**config.mk**
```make
export PLATFORM = sky130hd
export DESIGN_NAME = lcab_seq
export DESIGN_NICKNAME = d
export VERILOG_FILES = /design/src/rtl/core/lcab_pkg.sv /design/src/rtl/core/lcab_seq.sv
export SDC_FILE = /design/constraint.sdc
export NUM_CORES = 1
export LEC_CHECK = 0
export BUFFER_PORTS_ARGS = -buffer_cell sky130_fd_sc_hd__buf_2
export CORE_UTILIZATION = 35
export DETAILED_ROUTE_END_ITERATION = 12
export PLACE_DENSITY = 0.64
export SYNTH_ARGS = -nofsm -noshare
export SYNTH_HDL_FRONTEND = slang
export SYNTH_SLANG_ARGS = --single-unit
```
**constraint.sdc**
```tcl
create_clock -name clk -period 3.8 [get_ports clk]
set_input_delay 0.57 -clock clk [delete_from_list [all_inputs] [get_ports clk]]
set_output_delay 0.57 -clock clk [all_outputs]
set_load 0.02 [all_outputs]
```
**src/rtl/core/lcab_pkg.sv**
```systemverilog
// Package for the binary-lifting lowest common ancestor block.
// Holds sizes, the request and result types, memory entry and access types
// and small helper functions. Depends on nothing.
package lcab_pkg;

	localparam int MAX_NODES     = 1024;
	localparam int NODE_BITS     = $clog2(MAX_NODES);
	localparam int LEVELS        = 10;
	localparam int LEVEL_BITS    = (LEVELS > 1) ? $clog2(LEVELS) : 1;
	localparam int KCNT_BITS     = $clog2(LEVELS + 1);
	localparam int COST_BITS     = 16;
	localparam int DIST_BITS     = 26;
	localparam int DEPTH_BITS    = 10;
	localparam int CFG_BITS      = 11;
	localparam int ANC_DEPTH     = LEVELS * MAX_NODES;
	localparam int ANC_ADDR_BITS = LEVEL_BITS + NODE_BITS;

	typedef enum logic [1:0] {
		ACT_LOAD  = 2'd0,
		ACT_BUILD = 2'd1,
		ACT_QUERY = 2'd2,
		ACT_NONE  = 2'd3
	} action_t;

	typedef struct packed {
		action_t                action;
		logic [NODE_BITS-1:0]   node_a;
		logic [NODE_BITS-1:0]   node_b;
		logic [NODE_BITS-1:0]   parent_node;
		logic                   is_root;
		logic [COST_BITS-1:0]   edge_cost;
	} lca_in_t;

	typedef struct packed {
		logic [NODE_BITS-1:0]   common_ancestor;
		logic [DIST_BITS-1:0]   path_distance;
	} lca_out_t;

	typedef struct packed {
		logic                   has;
		logic [NODE_BITS-1:0]   node;
	} anc_entry_t;

	typedef struct packed {
		logic [DEPTH_BITS-1:0]  depth;
		logic [DIST_BITS-1:0]   root_dist;
	} node_entry_t;

	typedef struct packed {
		logic                      re;
		logic [ANC_ADDR_BITS-1:0]  raddr;
		logic                      we;
		logic [ANC_ADDR_BITS-1:0]  waddr;
		anc_entry_t                wdata;
	} anc_req_t;

	typedef struct packed {
		logic                   re;
		logic [NODE_BITS-1:0]   raddr;
		logic                   we;
		logic [NODE_BITS-1:0]   waddr;
		node_entry_t            wdata;
	} node_req_t;

	// Ancestor memory is laid out level by level, each level a full node range.
	function automatic logic [ANC_ADDR_BITS-1:0] anc_addr(input logic [LEVEL_BITS-1:0] lv,
			input logic [NODE_BITS-1:0] n);
		return {lv, n};
	endfunction

	// Smallest K >= 1 with 2^K >= node count, capped at LEVELS.
	function automatic logic [KCNT_BITS-1:0] level_count(input logic [CFG_BITS-1:0] nc);
		logic [KCNT_BITS-1:0] k;
		k = KCNT_BITS'(1);
		for (int i = 1; i < LEVELS; i++) begin
			if ((1 << i) < int'(nc)) begin
				k = KCNT_BITS'(i + 1);
			end
		end
		return k;
	endfunction

endpackage

```
**src/rtl/core/lcab_seq.sv**
```systemverilog
// Sequencer for load, table build and query requests. Drives the ancestor
// and node memories and forms the result. Depends on lcab_pkg.
module lcab_seq (
	input  logic                        clk,
	input  logic                        arst_n,
	input  logic                        start,
	output logic                        busy,
	input  lcab_pkg::lca_in_t           req,
	input  logic [lcab_pkg::KCNT_BITS-1:0] levels,
	output logic                        done,
	output lcab_pkg::lca_out_t          result,
	output lcab_pkg::anc_req_t          anc_req,
	input  lcab_pkg::anc_entry_t        anc_rdata,
	output lcab_pkg::node_req_t         node_req,
	input  lcab_pkg::node_entry_t       node_rdata
);
	import lcab_pkg::*;

	typedef enum logic [17:0] {
		S_IDLE    = 18'd1 << 0,
		S_L_ISSUE = 18'd1 << 1,
		S_L_WR    = 18'd1 << 2,
		S_B_RD    = 18'd1 << 3,
		S_B_PAR   = 18'd1 << 4,
		S_B_WR    = 18'd1 << 5,
		S_Q_RDU   = 18'd1 << 6,
		S_Q_RDV   = 18'd1 << 7,
		S_Q_SW    = 18'd1 << 8,
		S_Q_LIFT  = 18'd1 << 9,
		S_Q_LIFTW = 18'd1 << 10,
		S_Q_JA    = 18'd1 << 11,
		S_Q_JB    = 18'd1 << 12,
		S_Q_JC    = 18'd1 << 13,
		S_Q_FIN   = 18'd1 << 14,
		S_Q_FINW  = 18'd1 << 15,
		S_Q_DIST  = 18'd1 << 16,
		S_Q_OUT   = 18'd1 << 17
	} state_t;

	state_t state_q, state_d;

	lca_in_t                req_q;
	logic [KCNT_BITS-1:0]   k_q;
	logic [NODE_BITS-1:0]   bv_q;
	logic                   par_has_q;
	logic [NODE_BITS-1:0]   un_q;
	logic [NODE_BITS-1:0]   vn_q;
	logic [NODE_BITS-1:0]   w_q;
	logic [DEPTH_BITS-1:0]  du_q;
	logic [DEPTH_BITS-1:0]  diff_q;
	logic [DIST_BITS:0]     sum_q;
	anc_entry_t             a_q;
	logic                   done_q;
	lca_out_t               result_q;

	logic                   accept;
	logic [LEVEL_BITS-1:0]  k_idx;
	logic [LEVEL_BITS-1:0]  k_next_idx;
	logic                   lift_bit;
	logic                   build_last;
	logic [DIST_BITS:0]     load_sum;
	logic [DIST_BITS:0]     twice_w;
	logic [DIST_BITS:0]     dist_diff;
	logic [DIST_BITS-1:0]   path_dist;

	assign accept     = start && (state_q == S_IDLE);
	assign busy       = (state_q != S_IDLE);
	assign done       = done_q;
	assign result     = result_q;
	assign k_idx      = k_q[LEVEL_BITS-1:0];
	assign k_next_idx = LEVEL_BITS'(k_idx + 1'b1);
	assign lift_bit   = |(diff_q & (DEPTH_BITS'(1) << k_idx));
	// The build stops once level k+1 is the top level in use.
	assign build_last = ({1'b0, k_q} + (KCNT_BITS+1)'(2)) >= {1'b0, levels};
	assign load_sum   = {1'b0, node_rdata.root_dist} + (DIST_BITS+1)'(req_q.edge_cost);
	assign twice_w    = {node_rdata.root_dist, 1'b0};
	assign dist_diff  = sum_q - twice_w;

	always_comb begin
		if (sum_q < twice_w) begin
			path_dist = '0;
		end else if (dist_diff[DIST_BITS]) begin
			path_dist = {DIST_BITS{1'b1}};
		end else begin
			path_dist = dist_diff[DIST_BITS-1:0];
		end
	end

	// Memory accesses issued in each state.
	always_comb begin
		anc_req  = '0;
		node_req = '0;
		unique case (state_q)
			S_L_ISSUE: begin
				if (req_q.is_root) begin
					node_req.we   = 1'b1;
					node_req.waddr = req_q.node_a;
					anc_req.we    = 1'b1;
					anc_req.waddr = anc_addr('0, req_q.node_a);
				end else begin
					node_req.re    = 1'b1;
					node_req.raddr = req_q.parent_node;
				end
			end
			S_L_WR: begin
				node_req.we              = 1'b1;
				node_req.waddr           = req_q.node_a;
				node_req.wdata.depth     = DEPTH_BITS'(node_rdata.depth + 1'b1);
				node_req.wdata.root_dist = load_sum[DIST_BITS] ? {DIST_BITS{1'b1}}
				                                               : load_sum[DIST_BITS-1:0];
				anc_req.we               = 1'b1;
				anc_req.waddr            = anc_addr('0, req_q.node_a);
				anc_req.wdata.has        = 1'b1;
				anc_req.wdata.node       = req_q.parent_node;
			end
			S_B_RD: begin
				anc_req.re    = 1'b1;
				anc_req.raddr = anc_addr(k_idx, bv_q);
			end
			S_B_PAR: begin
				anc_req.re    = 1'b1;
				anc_req.raddr = anc_addr(k_idx, anc_rdata.node);
			end
			S_B_WR: begin
				anc_req.we    = 1'b1;
				anc_req.waddr = anc_addr(k_next_idx, bv_q);
				anc_req.wdata = par_has_q ? anc_rdata : '0;
			end
			S_Q_RDU: begin
				node_req.re    = 1'b1;
				node_req.raddr = req_q.node_a;
			end
			S_Q_RDV: begin
				node_req.re    = 1'b1;
				node_req.raddr = req_q.node_b;
			end
			S_Q_LIFT: begin
				if (k_q != levels && lift_bit) begin
					anc_req.re    = 1'b1;
					anc_req.raddr = anc_addr(k_idx, un_q);
				end
			end
			S_Q_JA, S_Q_FIN: begin
				anc_req.re    = 1'b1;
				anc_req.raddr = anc_addr((state_q == S_Q_FIN) ? '0 : k_idx, un_q);
			end
			S_Q_JB: begin
				anc_req.re    = 1'b1;
				anc_req.raddr = anc_addr(k_idx, vn_q);
			end
			S_Q_DIST: begin
				node_req.re    = 1'b1;
				node_req.raddr = w_q;
			end
			default: ;
		endcase
	end

	always_comb begin
		state_d = state_q;
		unique case (state_q)
			S_IDLE: begin
				if (start) begin
					unique case (req.action)
						ACT_LOAD:  state_d = S_L_ISSUE;
						ACT_BUILD: state_d = (levels > KCNT_BITS'(1)) ? S_B_RD : S_IDLE;
						ACT_QUERY: state_d = S_Q_RDU;
						ACT_NONE:  state_d = S_IDLE;
					endcase
				end
			end
			S_L_ISSUE: state_d = req_q.is_root ? S_IDLE : S_L_WR;
			S_L_WR:    state_d = S_IDLE;
			S_B_RD:    state_d = S_B_PAR;
			S_B_PAR:   state_d = S_B_WR;
			S_B_WR: begin
				if (bv_q == {NODE_BITS{1'b1}} && build_last) begin
					state_d = S_IDLE;
				end else begin
					state_d = S_B_RD;
				end
			end
			S_Q_RDU:   state_d = S_Q_RDV;
			S_Q_RDV:   state_d = S_Q_SW;
			S_Q_SW:    state_d = S_Q_LIFT;
			S_Q_LIFT: begin
				if (k_q == levels) begin
					state_d = (un_q == vn_q) ? S_Q_DIST : S_Q_JA;
				end else if (lift_bit) begin
					state_d = S_Q_LIFTW;
				end
			end
			S_Q_LIFTW: state_d = S_Q_LIFT;
			S_Q_JA:    state_d = S_Q_JB;
			S_Q_JB:    state_d = S_Q_JC;
			S_Q_JC:    state_d = (k_q == '0) ? S_Q_FIN : S_Q_JA;
			S_Q_FIN:   state_d = S_Q_FINW;
			S_Q_FINW:  state_d = S_Q_DIST;
			S_Q_DIST:  state_d = S_Q_OUT;
			S_Q_OUT:   state_d = S_IDLE;
			default:   state_d = S_IDLE;
		endcase
	end

	always_ff @(posedge clk or negedge arst_n) begin
		if (!arst_n) begin
			state_q <= S_IDLE;
			done_q  <= 1'b0;
		end else begin
			state_q <= state_d;
			done_q  <= (state_q == S_Q_OUT);
		end
	end

	always_ff @(posedge clk) begin
		unique case (state_q)
			S_IDLE: begin
				if (accept) begin
					req_q <= req;
					k_q   <= '0;
					bv_q  <= '0;
				end
			end
			S_B_PAR: par_has_q <= anc_rdata.has;
			S_B_WR: begin
				bv_q <= NODE_BITS'(bv_q + 1'b1);
				if (bv_q == {NODE_BITS{1'b1}}) begin
					k_q <= KCNT_BITS'(k_q + 1'b1);
				end
			end
			S_Q_RDV: begin
				du_q  <= node_rdata.depth;
				sum_q <= {1'b0, node_rdata.root_dist};
			end
			S_Q_SW: begin
				// Lift the deeper node; the distance sum does not care which is which.
				sum_q <= sum_q + {1'b0, node_rdata.root_dist};
				k_q   <= '0;
				if (du_q < node_rdata.depth) begin
					un_q   <= req_q.node_b;
					vn_q   <= req_q.node_a;
					diff_q <= DEPTH_BITS'(node_rdata.depth - du_q);
				end else begin
					un_q   <= req_q.node_a;
					vn_q   <= req_q.node_b;
					diff_q <= DEPTH_BITS'(du_q - node_rdata.depth);
				end
			end
			S_Q_LIFT: begin
				if (k_q == levels) begin
					w_q <= un_q;
					k_q <= KCNT_BITS'(levels - 1'b1);
				end else if (!lift_bit) begin
					k_q <= KCNT_BITS'(k_q + 1'b1);
				end
			end
			S_Q_LIFTW: begin
				if (anc_rdata.has) begin
					un_q <= anc_rdata.node;
				end
				k_q <= KCNT_BITS'(k_q + 1'b1);
			end
			S_Q_JB: a_q <= anc_rdata;
			S_Q_JC: begin
				// Both move only when both ancestors exist and still differ.
				if (a_q != anc_rdata && a_q.has && anc_rdata.has) begin
					un_q <= a_q.node;
					vn_q <= anc_rdata.node;
				end
				if (k_q != '0) begin
					k_q <= KCNT_BITS'(k_q - 1'b1);
				end
			end
			S_Q_FINW: w_q <= anc_rdata.has ? anc_rdata.node : un_q;
			S_Q_OUT: begin
				result_q.common_ancestor <= w_q;
				result_q.path_distance   <= path_dist;
			end
			default: ;
		endcase
	end

endmodule

```
* Word level (Yosys, flattened, before mapping)
Cells that the tools add are included.
** Storage, ports and cells
- Output and inout port bits :: 137
- Word-level logic and storage cells :: 139
- Flip-flop bits (word level) :: 205
** Cells by class
- Equality and inequality tests :: 35
- Shift-type cells :: 1
- Muxes and demuxes :: 43
- Magnitude comparators :: 4
- Reduce and logical (&&, ||, !) cells :: 24
- Bitwise gates (word level) :: 1
- $add $sub $neg :: 11
** Operators by type and width (count)
- 18-bit case mux with 15 select lines :: 1
- 10-bit two-way mux :: 8
- 15-bit case mux with 5 select lines :: 1
- 18-bit case mux with 4 select lines :: 1
- 10-bit case mux with 2 select lines :: 3
- 18-bit two-way mux :: 3
- 27-bit case mux with 2 select lines :: 1
- 26-bit two-way mux :: 2
- 15-bit two-way mux :: 3
- 15-bit case mux with 3 select lines :: 1
- 11-bit case mux with 2 select lines :: 2
- 11-bit case mux with 4 select lines :: 1
- 36-bit two-way mux :: 1
- 11-bit two-way mux :: 3
- 4-bit two-way mux :: 8
- 10-bit case mux with 3 select lines :: 1
- 26-bit by 16-bit adder with 27-bit output :: 1
- 27-bit by 26-bit adder with 27-bit output :: 1
- 27-bit < comparator :: 1
- 27-bit subtractor :: 1
- 4-bit case mux with 6 select lines :: 1
- 10-bit by 1-bit adder with 10-bit output, second input constant :: 2
- 10-bit subtractor :: 2
- 18-bit by 1-bit equality test with 1-bit output, second input constant :: 1
- other kinds (48) :: 69

* Logic depth before layout (Yosys ltp)
Gate-level depths: netlist (run 1).
- Word-level depth :: 6
- Depth in mapped cells :: 12
- Mapped depth without buffers :: 11

* Worst setup path before layout (run 1)
OpenSTA, ideal clock, no wires.
- Path type :: input -> output
- From :: input node_rdata[1] (netlist bit)
- To :: output node_req[21] (netlist bit)
- Stages :: 9
- Arrival time :: 2.890 ns
- Setup slack :: 0.340 ns
- Path through :: ha_1 -> a211o_1 -> o211ai_1 -> a2111o_1 -> a311o_1 -> o2111a_1 -> o41ai_2 -> a21oi_1 -> a311oi_1
** RTL lines
- from (decl) :: RTL line lcab_seq.sv:15 : input lcab_pkg::node_entry_t node_rdata
- to (decl) :: RTL line lcab_seq.sv:14 : output lcab_pkg::node_req_t node_req,

==> impl_results.md, run 1 <==
* R2R Setup Slk at 0.40 ns
* Setup_tns at -0.08099 ns
* First-pass GRT wire length at 63,800 um
* Routed vias at 12,398
* # diodes at 0
* FF+latch area at 0.006063 mm^2
* Final WL at 42,440 um
* Core area at 0.04010 mm^2
* Slew Limit Headroom at 37.28%
* Slew @ Worst Pin at 0.9407 ns
* Dominant cells by area after synthesis: edfxtp_1 39%, ha_1 9.2%, nand2_1 4.1%
* FFs w/ async S/R, synth at 9.268%
* Synth area leader: edfxtp_1
* EDFF count, synth at 186
* FF-to-FF End: sum_q[26]$_SDFFCE_PP0P_
* Nets at 1,931
* Gpl congestion at 0.9508
* Placed cell count at 2,194
* Max cap viols at 0
* Port bufs at 239
* Critical path endpoint: node_req[21]
* Worst r2r src: sum_q[0]$_DFFE_PP_
* Commonest cells post-synth: 186 x edfxtp_1, 155 x nand2_1, 113 x a21oi_1, 105 x ha_1, 87 x inv_1
* Data required, critical path at 3.23 ns
* Crit Path Class: reg2out
* Vias in the first global route at 11,637
* Rows at 73
* Synth Instances at 1,441
* Share of layout cells above drive strength 1 at 23.56%
* PwrDens at 427.0 mW/mm^2
* Footprint of the multi-input gates at 0.007828 mm^2
* Period utilisation layout at 101.7%
* Outcome: finished with violations
* Largest net degree at the start of global routing at 36
* Die H at 204.4 um
* Overall Power at 7.435 mW
* Register area share after synthesis at 42.30%
* Vias/cell at 5.483
* Endpoints failing hold at 0
* Io pins at 240
* Critical Path Fanout Max at 5
* # clock sinks at 205
* Arrival @ worst endpoint at 3.29 ns
* Initial antenna violation count at 0
* Hold WC Path Type: in2reg
* Die area at 0.04176 mm^2
* Worst Hold Slack at 0.1967 ns
* Post-Syn Area at 0.01433 mm^2
* Routed len/inst at 18.77 um
* Net Count, Synth at 1,654
* Worst hold path stage count at 1
* Filler instances at 3,823
* Crit start category: flop
* Ys Warns at 0
* Root buffer cell: clkbuf_16
* Max-slew violations at 0
* Max clock buf depth at 3
* Remaining global-route overflow at 0
* Violated checks: setup timing
* Antenna viol nets, final at 0
* Fin crit period at 3.863 ns
* Layout Skew at 0.02235 ns
* Layout Cells excl Fill at 2,261
* Worst skew pair latency at 0.55 ns
* Top cell type's share of synthesized area at 38.97%
* Setup ws final at -0.06286 ns
* Post-synth cell types at 94
* Synthesized flop and latch total at 205
* Initial DRC count at 928
* Avg Inst Size Synth at 9.945 um^2
* Crit path capture type: output pin
* Worst reg2reg path depth at 12
* DIE WIDTH at 204.4 um
* Cts bufs inserted at 25
* Hpwl dp at 32,380 um
* Clock slew at reported path FFs at 0.06 ns
* Leakage power at 7.653 nW
* Crit path from: req_q[1]$_DFFE_PP_
* F_max at 258.9 MHz
* H-tree depth at 1
* # DRC at 0
* GRT Util Overall at 19.53%
* Starting density of the core at 35.74%
* Detailed Routing Iterations Pass 1 at 8
* Worst vdd rail ir drop at 0.2886 mV
* Final setup viols at 2
* Count leader, synth: edfxtp_1
* RSZ-0062 raised after global routing: yes
* Most used DFF post-synth: edfxtp_1
* CTS tree: yes
* Layout area overhead at 21.51%
[cells by family (layout without fill, tap and decap cells)]
family          count (synthesis)  count (layout)  synth area share (%)
fa+ha+maj                     110             110                 9.866
mux                            48              48                 3.475
xor+xnor                      110             110                 6.723
buf+inv                       142             437                 3.990
compound gates                394             394                 18.54
flops                         205             205                 42.30
simple gates                  432             432                 15.10
[worst max-delay path, cell delays in order, from the launching register on]
cell      delay, ns
edfxtp_1       0.41
ha_1           0.32
a211o_1        0.13
o211ai_1       0.12
a2111o_1       0.45
a311o_1        0.34
o2111a_2       0.18
o41ai_2        0.24
a21oi_1        0.12
a311oi_2       0.24
buf_4          0.21
[worst min path at each step]
stage                                 from                    to  slack (ns)
after global placement    w_q[1]$_DFFE_PP_  result[27]$_DFFE_PP_        0.44
after global routing               req[20]   req_q[20]$_DFFE_PP_        0.18
after detailed placement  w_q[4]$_DFFE_PP_  result[30]$_DFFE_PP_        0.44
final                              req[20]   req_q[20]$_DFFE_PP_        0.20
after CTS                          req[20]   req_q[20]$_DFFE_PP_        0.17
after floorplan                     arst_n        done$_DFF_PN0_        0.27
[metal layers]
metal | wire (um) | GRT usage, %
met3 | 2964 | 3.045
met2 | 20190 | 32.63
met5 | 0 | 0
met4 | 1045 | 5.970
met1 | 18240 | 25.84
[sequential cells by signal, indices dropped and copies added (netlist names), 11 cells and up]
register	cells
state_q	18
result	36
a_q	11
req_q	47
sum_q	27
[layout by cell type (no fill, tap or decap), types with 5 or more instances in the layout]
master / n
nand4b_1: 5
a211oi_1: 9
a222oi_1: 21
nor2_1: 76
xor2_1: 54
a21o_1: 38
a211o_1: 8
clkbuf_1: 6
nand2_1: 155
buf_2: 236
inv_1: 85
edfxtp_1: 186
nand3_1: 35
mux2i_1: 37
nor2b_1: 13
nor4_2: 5
o211ai_1: 9
o31ai_1: 5
o21bai_1: 6
and2_1: 18
mux2_2: 10
o221ai_1: 13
a22o_1: 11
nor4_1: 8
xnor2_1: 55
a21oi_1: 112
dfrtp_1: 17
nor3b_1: 8
clkbuf_16: 25
o21ai_0: 82
buf_4: 65
ha_1: 104
or4_1: 5
nand4_1: 13
nor3_1: 26
nand3b_1: 7
a31oi_1: 8
o21a_1: 7
nand2b_1: 15
and3_1: 10
[area by class of cell]
type,count,share of cell area (%)
Clock buffer,33,3.880
Clock inverter,12,0.7688
Inverter,87,1.875
Multi-Input combinational cell,1094,44.95
Sequential cell,205,34.82
Tap cell,525,3.772
Timing Repair Buffer,305,9.937
[power breakdown]
part / internal [mW] / total, mW / leakage (nW) / switching [mW]
Combinational: 0.849 / 2.04 / 5.29 / 1.19
Sequential: 2.73 / 2.96 / 1.97 / 0.232
Clock: 1.45 / 2.43 / 0.398 / 0.985
[per-stage QoR]
| stage | setup slack, ns | area (um^2) | util, % |
|---|---|---|---|
| 5_1_grt | -0.1497 | 17410 | 43.43 |
| 6_report | -0.06286 | 17410 | 43.43 |
| 3_3_place_gp | 0.05881 | 16320 | 40.71 |
| 4_1_cts | -0.08739 | 17270 | 43.06 |
| 3_5_place_dp | 0.03189 | 16320 | 40.71 |
| 2_1_floorplan | 0.3404 | 14330 | - |
[what timing repair did]
| item | 4_1_cts | 5_1_grt |
|---|---|---|
| pin swaps | 7 | 10 |
| gates resized for setup | 13 | 18 |
| setup buffers | 11 | 10 |
| cloned | 0 | 0 |
| setup endpoints to repair | 36 | 60 |
| hold buffers | 1 | 0 |
| hold endpoints to repair | 18 | 0 |
Power figures use the tool's default switching activity.
==> inputs of run 2 (changes only) <==
--- a/config.mk
+++ b/config.mk
@@ -6,6 +6,7 @@
 export NUM_CORES = 1
 export LEC_CHECK = 0
 export BUFFER_PORTS_ARGS = -buffer_cell sky130_fd_sc_hd__buf_2
+export CORE_MARGIN = 2
 export CORE_UTILIZATION = 35
 export DETAILED_ROUTE_END_ITERATION = 12
 export PLACE_DENSITY = 0.64
==> run 2 against run 1 <==
The run still ends with setup timing left. First-iteration DRC count fell by 0.54%. Non-clock buffer count fell by 6. Die area increased by 2.0%. Sequential power about the same. Count of clock-buffer cells in the layout grew 3. Routed wire length up 0.39%. Via count is 1.3% lower. Cell count barely moved. Clock power is 2% higher. Combinational power barely moved. Clock skew is 0.0019 ns higher. Sequential cell count stayed put. Critical path type unchanged. Critical endpoint is now node_req[25]. Highest routed layer unchanged.
==> impl_results.md, run 2 (same netlist as run 1, synthesis figures left out) <==
* Layout area overhead at 22.32%
* Hold Crit Start: req[33]
* Largest register by flop count: req_q
* # DRC at 0 (unchanged)
* FF-to-FF End: sum_q[26]$_SDFFCE_PP0P_
* Hpwl dp at 32,760 um (+1.2%)
* Rows at 74 (+1.4%)
* Worst skew pair latency at 0.54 ns (about the same)
* Vias in the first global route at 11,490 (-1.3%)
* Vias/cell at 5.405 (-1.4%)
* First-pass GRT wire length at 64,520 um (+1.1%)
* Endpoints failing hold at 0 (unchanged)
* Worst-path cell chain: ha_1 -> a211o_1 -> o211ai_1 -> a2111o_1 -> a311o_1 -> o2111a_2 -> buf_4 -> nor2_4 -> a21oi_2 -> a311oi_2 -> buf_4
* F_max at 258.1 MHz (-0.30%)
* Layout Cells excl Fill at 2,263 (+0.088%)
* Starting density of the core at 35.26% (-0.48 points)
* Root buffer cell: clkbuf_16
* CTS tree: yes
* Arrival @ worst endpoint at 3.30 ns (about the same)
* CP peak stage delay at 0.46 ns (about the same)
* Hold WC Path Type: in2reg
* Commonest non-fill, non-tap cell in the layout: buf_2
* Die area at 0.04258 mm^2 (+2.0%)
* CP max stage cell: a2111o_1
* Period utilisation layout at 102.0% (+0.31 points)
* Port bufs at 239 (unchanged)
* Filler instances at 3,870 (+1.2%)
* H-tree depth at 1 (unchanged)
* Largest register FFs at 47 (unchanged)
* Cts bufs inserted at 24 (-4.0%)
* # clock sinks at 205 (unchanged)
* Pint at 5.084 mW (+1.2%)
* Critical Path Fanout Max at 5 (unchanged)
* Max clock buf depth at 3 (unchanged)
* R2R Setup Slk at 0.47 ns (+0.07 ns)
* Initial DRC count at 923 (-0.54%)
* Placed cell count at 2,200 (+0.27%)
* Endpoint, Worst Hold: req_q[33]$_DFFE_PP_
* Worst reg2reg path depth at 11 (-1)
* Fin crit period at 3.875 ns (+0.01181 ns)
* Remaining global-route overflow at 0 (unchanged)
* Crit start category: flop
* Data required, critical path at 3.23 ns (about the same)
* Setup ws final at -0.07468 ns (-0.01181 ns)
* Overall Power at 7.478 mW (+0.58%)
* Crit path capture type: output pin
* Met3 Track Usage GR at 2.570% (-0.48 points)
* Routing usage on met2 at 32.86% (+0.23 points)
* Max-slew violations at 0 (unchanged)
* Worst hold path stage count at 1 (unchanged)
* Routed len/inst at 18.83 um (+0.30%)
* Largest net degree at the start of global routing at 38 (+5.6%)
* Outcome: finished with violations
* RSZ-0062 raised after global routing: yes
* Initial antenna violation count at 2 (+2)
* Layout Skew at 0.02421 ns (+0.001861 ns)
* P_sw at 2.394 mW (-0.67%)
* Grt peak-use layer: met2
* Slew Limit Headroom at 41.27% (+4.0 points)
* PwrDens at 426.6 mW/mm^2 (about the same)
* Commonest non-fill, non-tap cells in the layout: 234 x buf_2, 186 x edfxtp_1, 155 x nand2_1
* Io pins at 240 (unchanged)
* Die H at 206.4 um (+0.98%)
* Clock power share at 33.2% (+0.5 points)
* Leakage power at 7.664 nW (+0.15%)
* Clock slew at reported path FFs at 0.06 ns (about the same)
* Max cap viols at 0 (unchanged)
* M1 GR Usage at 26.21% (+0.37 points)
* Routed vias at 12,231 (-1.3%)
* Share of layout cells above drive strength 1 at 23.76% (+0.20 points)
* Final setup viols at 3 (+1)
* Footprint of the multi-input gates at 0.007898 mm^2 (+0.90%)
* Final WL at 42,600 um (+0.39%)
* Nets at 1,925 (-0.31%)
* Core area at 0.04065 mm^2 (+1.4%)
* Sw frac at 32.01% (-0.40 points)
* Worst Hold Slack at 0.1954 ns (-0.001336 ns)
* Slew @ Worst Pin at 0.8810 ns (-0.05978 ns)
* Seq pwr share at 39.5% (-0.3 points)
* Cell mode on critical path: buf_4
* Combinational share of power at 27.3% (-0.2 points)
* FF+latch area at 0.006063 mm^2 (unchanged)
* Worst r2r src: sum_q[0]$_DFFE_PP_
* Violated checks: setup timing
* Antenna viol nets, final at 0 (unchanged)
* Gpl congestion at 0.9127 (-4.0%)
* GRT Util Overall at 19.38% (-0.15 points)
* Worst vdd rail ir drop at 0.3234 mV (+12%)
* Detailed Routing Iterations Pass 1 at 6 (-2)
* Crit path from: req_q[1]$_DFFE_PP_
* Crit Path Class: reg2out
* DIE WIDTH at 206.4 um (+0.98%)
-- run 2: per-stage QoR --
| step | TNS [ns] | instance area [um^2] | utilization [%] | setup slack [ns] |
|---|---|---|---|---|
| 2_1_floorplan | 0 | 14330 | - | 0.3404 |
| 3_3_place_gp | 0 | 16370 | 40.26 | 0.07135 |
| 3_5_place_dp | -0.1265 | 16370 | 40.26 | -0.04957 |
| 4_1_cts | -0.3252 | 17320 | 42.60 | -0.1396 |
| 5_1_grt | -0.8312 | 17530 | 43.13 | -0.2604 |
| 6_report | -0.1799 | 17530 | 43.13 | -0.07468 |
-- run 2: worst max-delay path: cells and delay by family (launching register included) --
family	cells	cell delay, ns
buffers and inverters	2	0.37
AOI/OAI and AO/OA	7	1.56
and+or+nand+nor	1	0.12
adders and majority gates	1	0.32
DFF	1	0.41
-- run 2: repair_timing --
| action | in CTS | in global routing |
|---|---|---|
| setup buffers | 8 | 8 |
| resized for setup | 12 | 36 |
| pin swaps | 9 | 16 |
| cloned | 0 | 1 |
| endpoints found under the hold margin | 18 | 0 |
| setup endpoints to repair | 39 | 79 |
| hold buffers | 1 | 0 |
-- run 2: cell type report --
class                      count  area share, %
timing repair buffer         299          9.921
clock inverter                 8         0.8565
inverter                      87          1.863
multi-input combinational   1095          45.05
clock buffer                  36          3.911
antenna                        1        0.01427
tap                          532          3.797
sequential                   205          34.59
-- run 2: worst max path at each step --
stage	cells after the start	slack (ns)	to
finish	11	-0.07	node_req[25]
global route	11	-0.26	node_req[21]
floorplan	9	0.34	node_req[21]
CTS	11	-0.14	node_req[21]
global placement	12	0.07	node_req[14]
detailed placement	13	-0.05	node_req[19]
-- run 2: routing by layer --
layer  vias up  part of all wire, %
li1       5908                    -
met1      5880                   44
met2       390                   48
met3        53                  5.9
met4         0                  1.8
met5         -                    0
-- run 2: power by group through the flow --
stage	combinational [mW]	clock (mW)	sequential (mW)
2_1_floorplan	1.34	0	2.88
3_3_place_gp	1.85	0	3.01
3_5_place_dp	1.89	0	3.01
4_1_cts	1.97	2.55	2.95
5_1_grt	2.25	2.62	2.98
6_report	2.04	2.48	2.96
==> inputs of run 3 (changes only) <==
--- a/config.mk
+++ b/config.mk
@@ -8,8 +8,10 @@
 export BUFFER_PORTS_ARGS = -buffer_cell sky130_fd_sc_hd__buf_2
 export CORE_MARGIN = 2
 export CORE_UTILIZATION = 35
+export CTS_CLUSTER_DIAMETER = 100
 export DETAILED_ROUTE_END_ITERATION = 12
-export PLACE_DENSITY = 0.64
+export PLACE_DENSITY_LB_ADDON = 0.2
+export SETUP_SLACK_MARGIN = 0.05
 export SYNTH_ARGS = -nofsm -noshare
 export SYNTH_HDL_FRONTEND = slang
 export SYNTH_SLANG_ARGS = --single-unit
==> run 3 against run 2 <==
Worst setup slack gained 0.091 ns. Non-clock buffer count up 4. Worst hold slack got worse by 0.019 ns. Critical endpoint is now node_req[21]. The flow now finishes without violations. Sequential share of layout area is essentially flat. First-iteration DRC count shrank 9.2%.
==> impl_results.md, run 3 (same netlist as run 1, synthesis figures left out) <==
* Die area at 0.04258 mm^2 (unchanged)
* Routed vias at 12,259 (+0.23%)
* Detailed Routing Iterations Pass 1 at 5 (-1)
* # DRC at 0 (unchanged)
* Core area at 0.04065 mm^2 (unchanged)
* CP peak stage delay at 0.46 ns (about the same)
* Root buffer cell: clkbuf_16
* Worst vdd rail ir drop at 0.3468 mV (+7.2%)
* WP buf/inv at 1 (-1)
* Final setup viols at 0 (-3)
* Period utilisation layout at 99.58% (-2.4 points)
* Outcome: finished, final reports clean
* Share of layout cells above drive strength 1 at 23.73% (-0.025 points)
* Max-slew violations at 0 (unchanged)
* Overall Power at 7.319 mW (-2.1%)
* Final WL at 43,290 um (+1.6%)
* Slew @ Worst Pin at 0.6234 ns (-0.2575 ns)
* Commonest non-fill, non-tap cell in the layout: buf_2
* Crit start category: flop
* Vias in the first global route at 11,607 (+1.0%)
* Cell family with the largest share of critical-path delay: compound AO/OA/AOI/OAI gates
* Max cap viols at 0 (unchanged)
* Layout area overhead at 22.35% (about the same)
* Vias/cell at 5.403 (about the same)
* PwrDens at 417.4 mW/mm^2 (-2.2%)
* Worst-path cell chain: ha_1 -> a211o_1 -> o211ai_1 -> a2111o_1 -> a311o_1 -> o2111a_2 -> o41ai_2 -> a21oi_1 -> a311oi_2 -> buf_4
* Initial DRC count at 838 (-9.2%)
* Routed len/inst at 19.08 um (+1.4%)
* Io pins at 240 (unchanged)
* Antenna viol nets, final at 0 (unchanged)
* F_max at 264.3 MHz (+2.4%)
* Cts bufs inserted at 26 (+8.3%)
* Remaining global-route overflow at 0 (unchanged)
* RSZ-0062 raised after global routing: yes
* Largest register by flop count: req_q
* Worst skew pair latency at 0.56 ns (+0.02 ns)
* Die H at 206.4 um (unchanged)
* Rows at 74 (unchanged)
* Leakage power at 7.679 nW (+0.20%)
* Gpl congestion at 0.9112 (-0.16%)
* Endpoints failing hold at 0 (unchanged)
* CTS tree: yes
* DIE WIDTH at 206.4 um (unchanged)
* Data required, critical path at 3.23 ns (about the same)
* CP max stage cell: a2111o_1
* Initial antenna violation count at 0 (-2)
* Crit Path Class: reg2out
* GRT Util Overall at 19.88% (+0.50 points)
* Crit path capture type: output pin
* Fin crit period at 3.784 ns (-0.09053 ns)
* Dpl ws at 0.01736 ns (+0.06693 ns)
* Clock slew at reported path FFs at 0.06 ns (about the same)
* Largest net degree at the start of global routing at 35 (-7.9%)
* Nets at 1,930 (+0.26%)
* Port bufs at 239 (unchanged)
* Footprint of the multi-input gates at 0.007886 mm^2 (-0.14%)
* R2R Setup Slk at 0.57 ns (+0.10 ns)
* # clock sinks at 205 (unchanged)
* Critical Path Fanout Max at 5 (unchanged)
* Placed cell count at 2,204 (+0.18%)
* Largest register FFs at 47 (unchanged)
* Layout Skew at 0.02183 ns (-0.002379 ns)
* Arrival @ worst endpoint at 3.21 ns (-0.09 ns)
* Hold WC Path Type: in2reg
* Hpwl dp at 33,180 um (+1.3%)
* FF+latch area at 0.006063 mm^2 (unchanged)
* Commonest non-fill, non-tap cells in the layout: 228 x buf_2, 186 x edfxtp_1, 154 x nand2_1
* Layout Cells excl Fill at 2,269 (+0.27%)
* Filler instances at 3,989 (+3.1%)
* Setup ws final at 0.01585 ns (+0.09053 ns)
* H-tree depth at 1 (unchanged)
* Max clock buf depth at 3 (unchanged)
* Slew Limit Headroom at 57.78% (+17 points)
* First-pass GRT wire length at 65,420 um (+1.4%)
* Starting density of the core at 35.26% (unchanged)
==> run 3: area by class of cell <==
class | count | area share (%)
diodes | 1 | 0.01427
clock buffers | 29 | 3.775
clock inverters | 18 | 0.6922
inverters | 87 | 1.862
multi-input cells | 1094 | 44.98
flip-flops and latches | 205 | 34.58
well taps | 532 | 3.796
repair buffers | 303 | 10.30
==> run 3: worst paths after layout <==
path	start	cells after the start	end
setup / recovery	req_q[1]$_DFFE_PP_	10	node_req[21]
hold / removal	req[30]	1	req_q[30]$_DFFE_PP_
setup reg to reg	sum_q[1]$_DFFE_PP_	12	result[11]$_SDFFCE_PN0P_
hold reg to reg	w_q[9]$_DFFE_PP_	0	result[35]$_DFFE_PP_
max in group asynchronous	arst_n	2	state_q[0]$_DFFE_PN1P_
min in group asynchronous	arst_n	2	state_q[1]$_DFFE_PN0P_
==> run 3: layer usage <==
metal	up-vias	track usage, %	share of wire, %
li1	5931	-	-
met1	5921	26.62	45
met2	332	32.75	47
met3	75	3.012	5.3
met4	0	6.709	3.0
met5	-	0	0
==> run 3: where the power goes <==
part	switching [mW]	internal [mW]	total (mW)
Clock	1.02	1.31	2.33
Combinational	1.22	0.826	2.05
Sequential	0.208	2.73	2.94
Total	2.45	4.87	7.32
==> run 3: per-stage QoR <==
step / utilization, % / hold slack (ns) / setup TNS, ns / instance area [um^2]
global route: 43.13 / 0.1538 / -0.9799 / 17530
finish: 43.14 / 0.1761 / 0 / 17530
floorplan: - / 0.2744 / 0 / 14330
global placement: 40.29 / 0.4322 / 0 / 16380
CTS: 42.64 / 0.1439 / -0.1053 / 17330
detailed placement: 40.29 / 0.4342 / 0 / 16380
==> run 3: what timing repair did <==
action                                  4_1_cts  5_1_grt
gates cloned                                  0        1
gates resized for setup                      22       34
buffers inserted                              9        6
endpoints found under the setup margin       56       73
hold buffers                                  1        0
pin swaps                                    13       13
hold endpoints to repair                     18        0
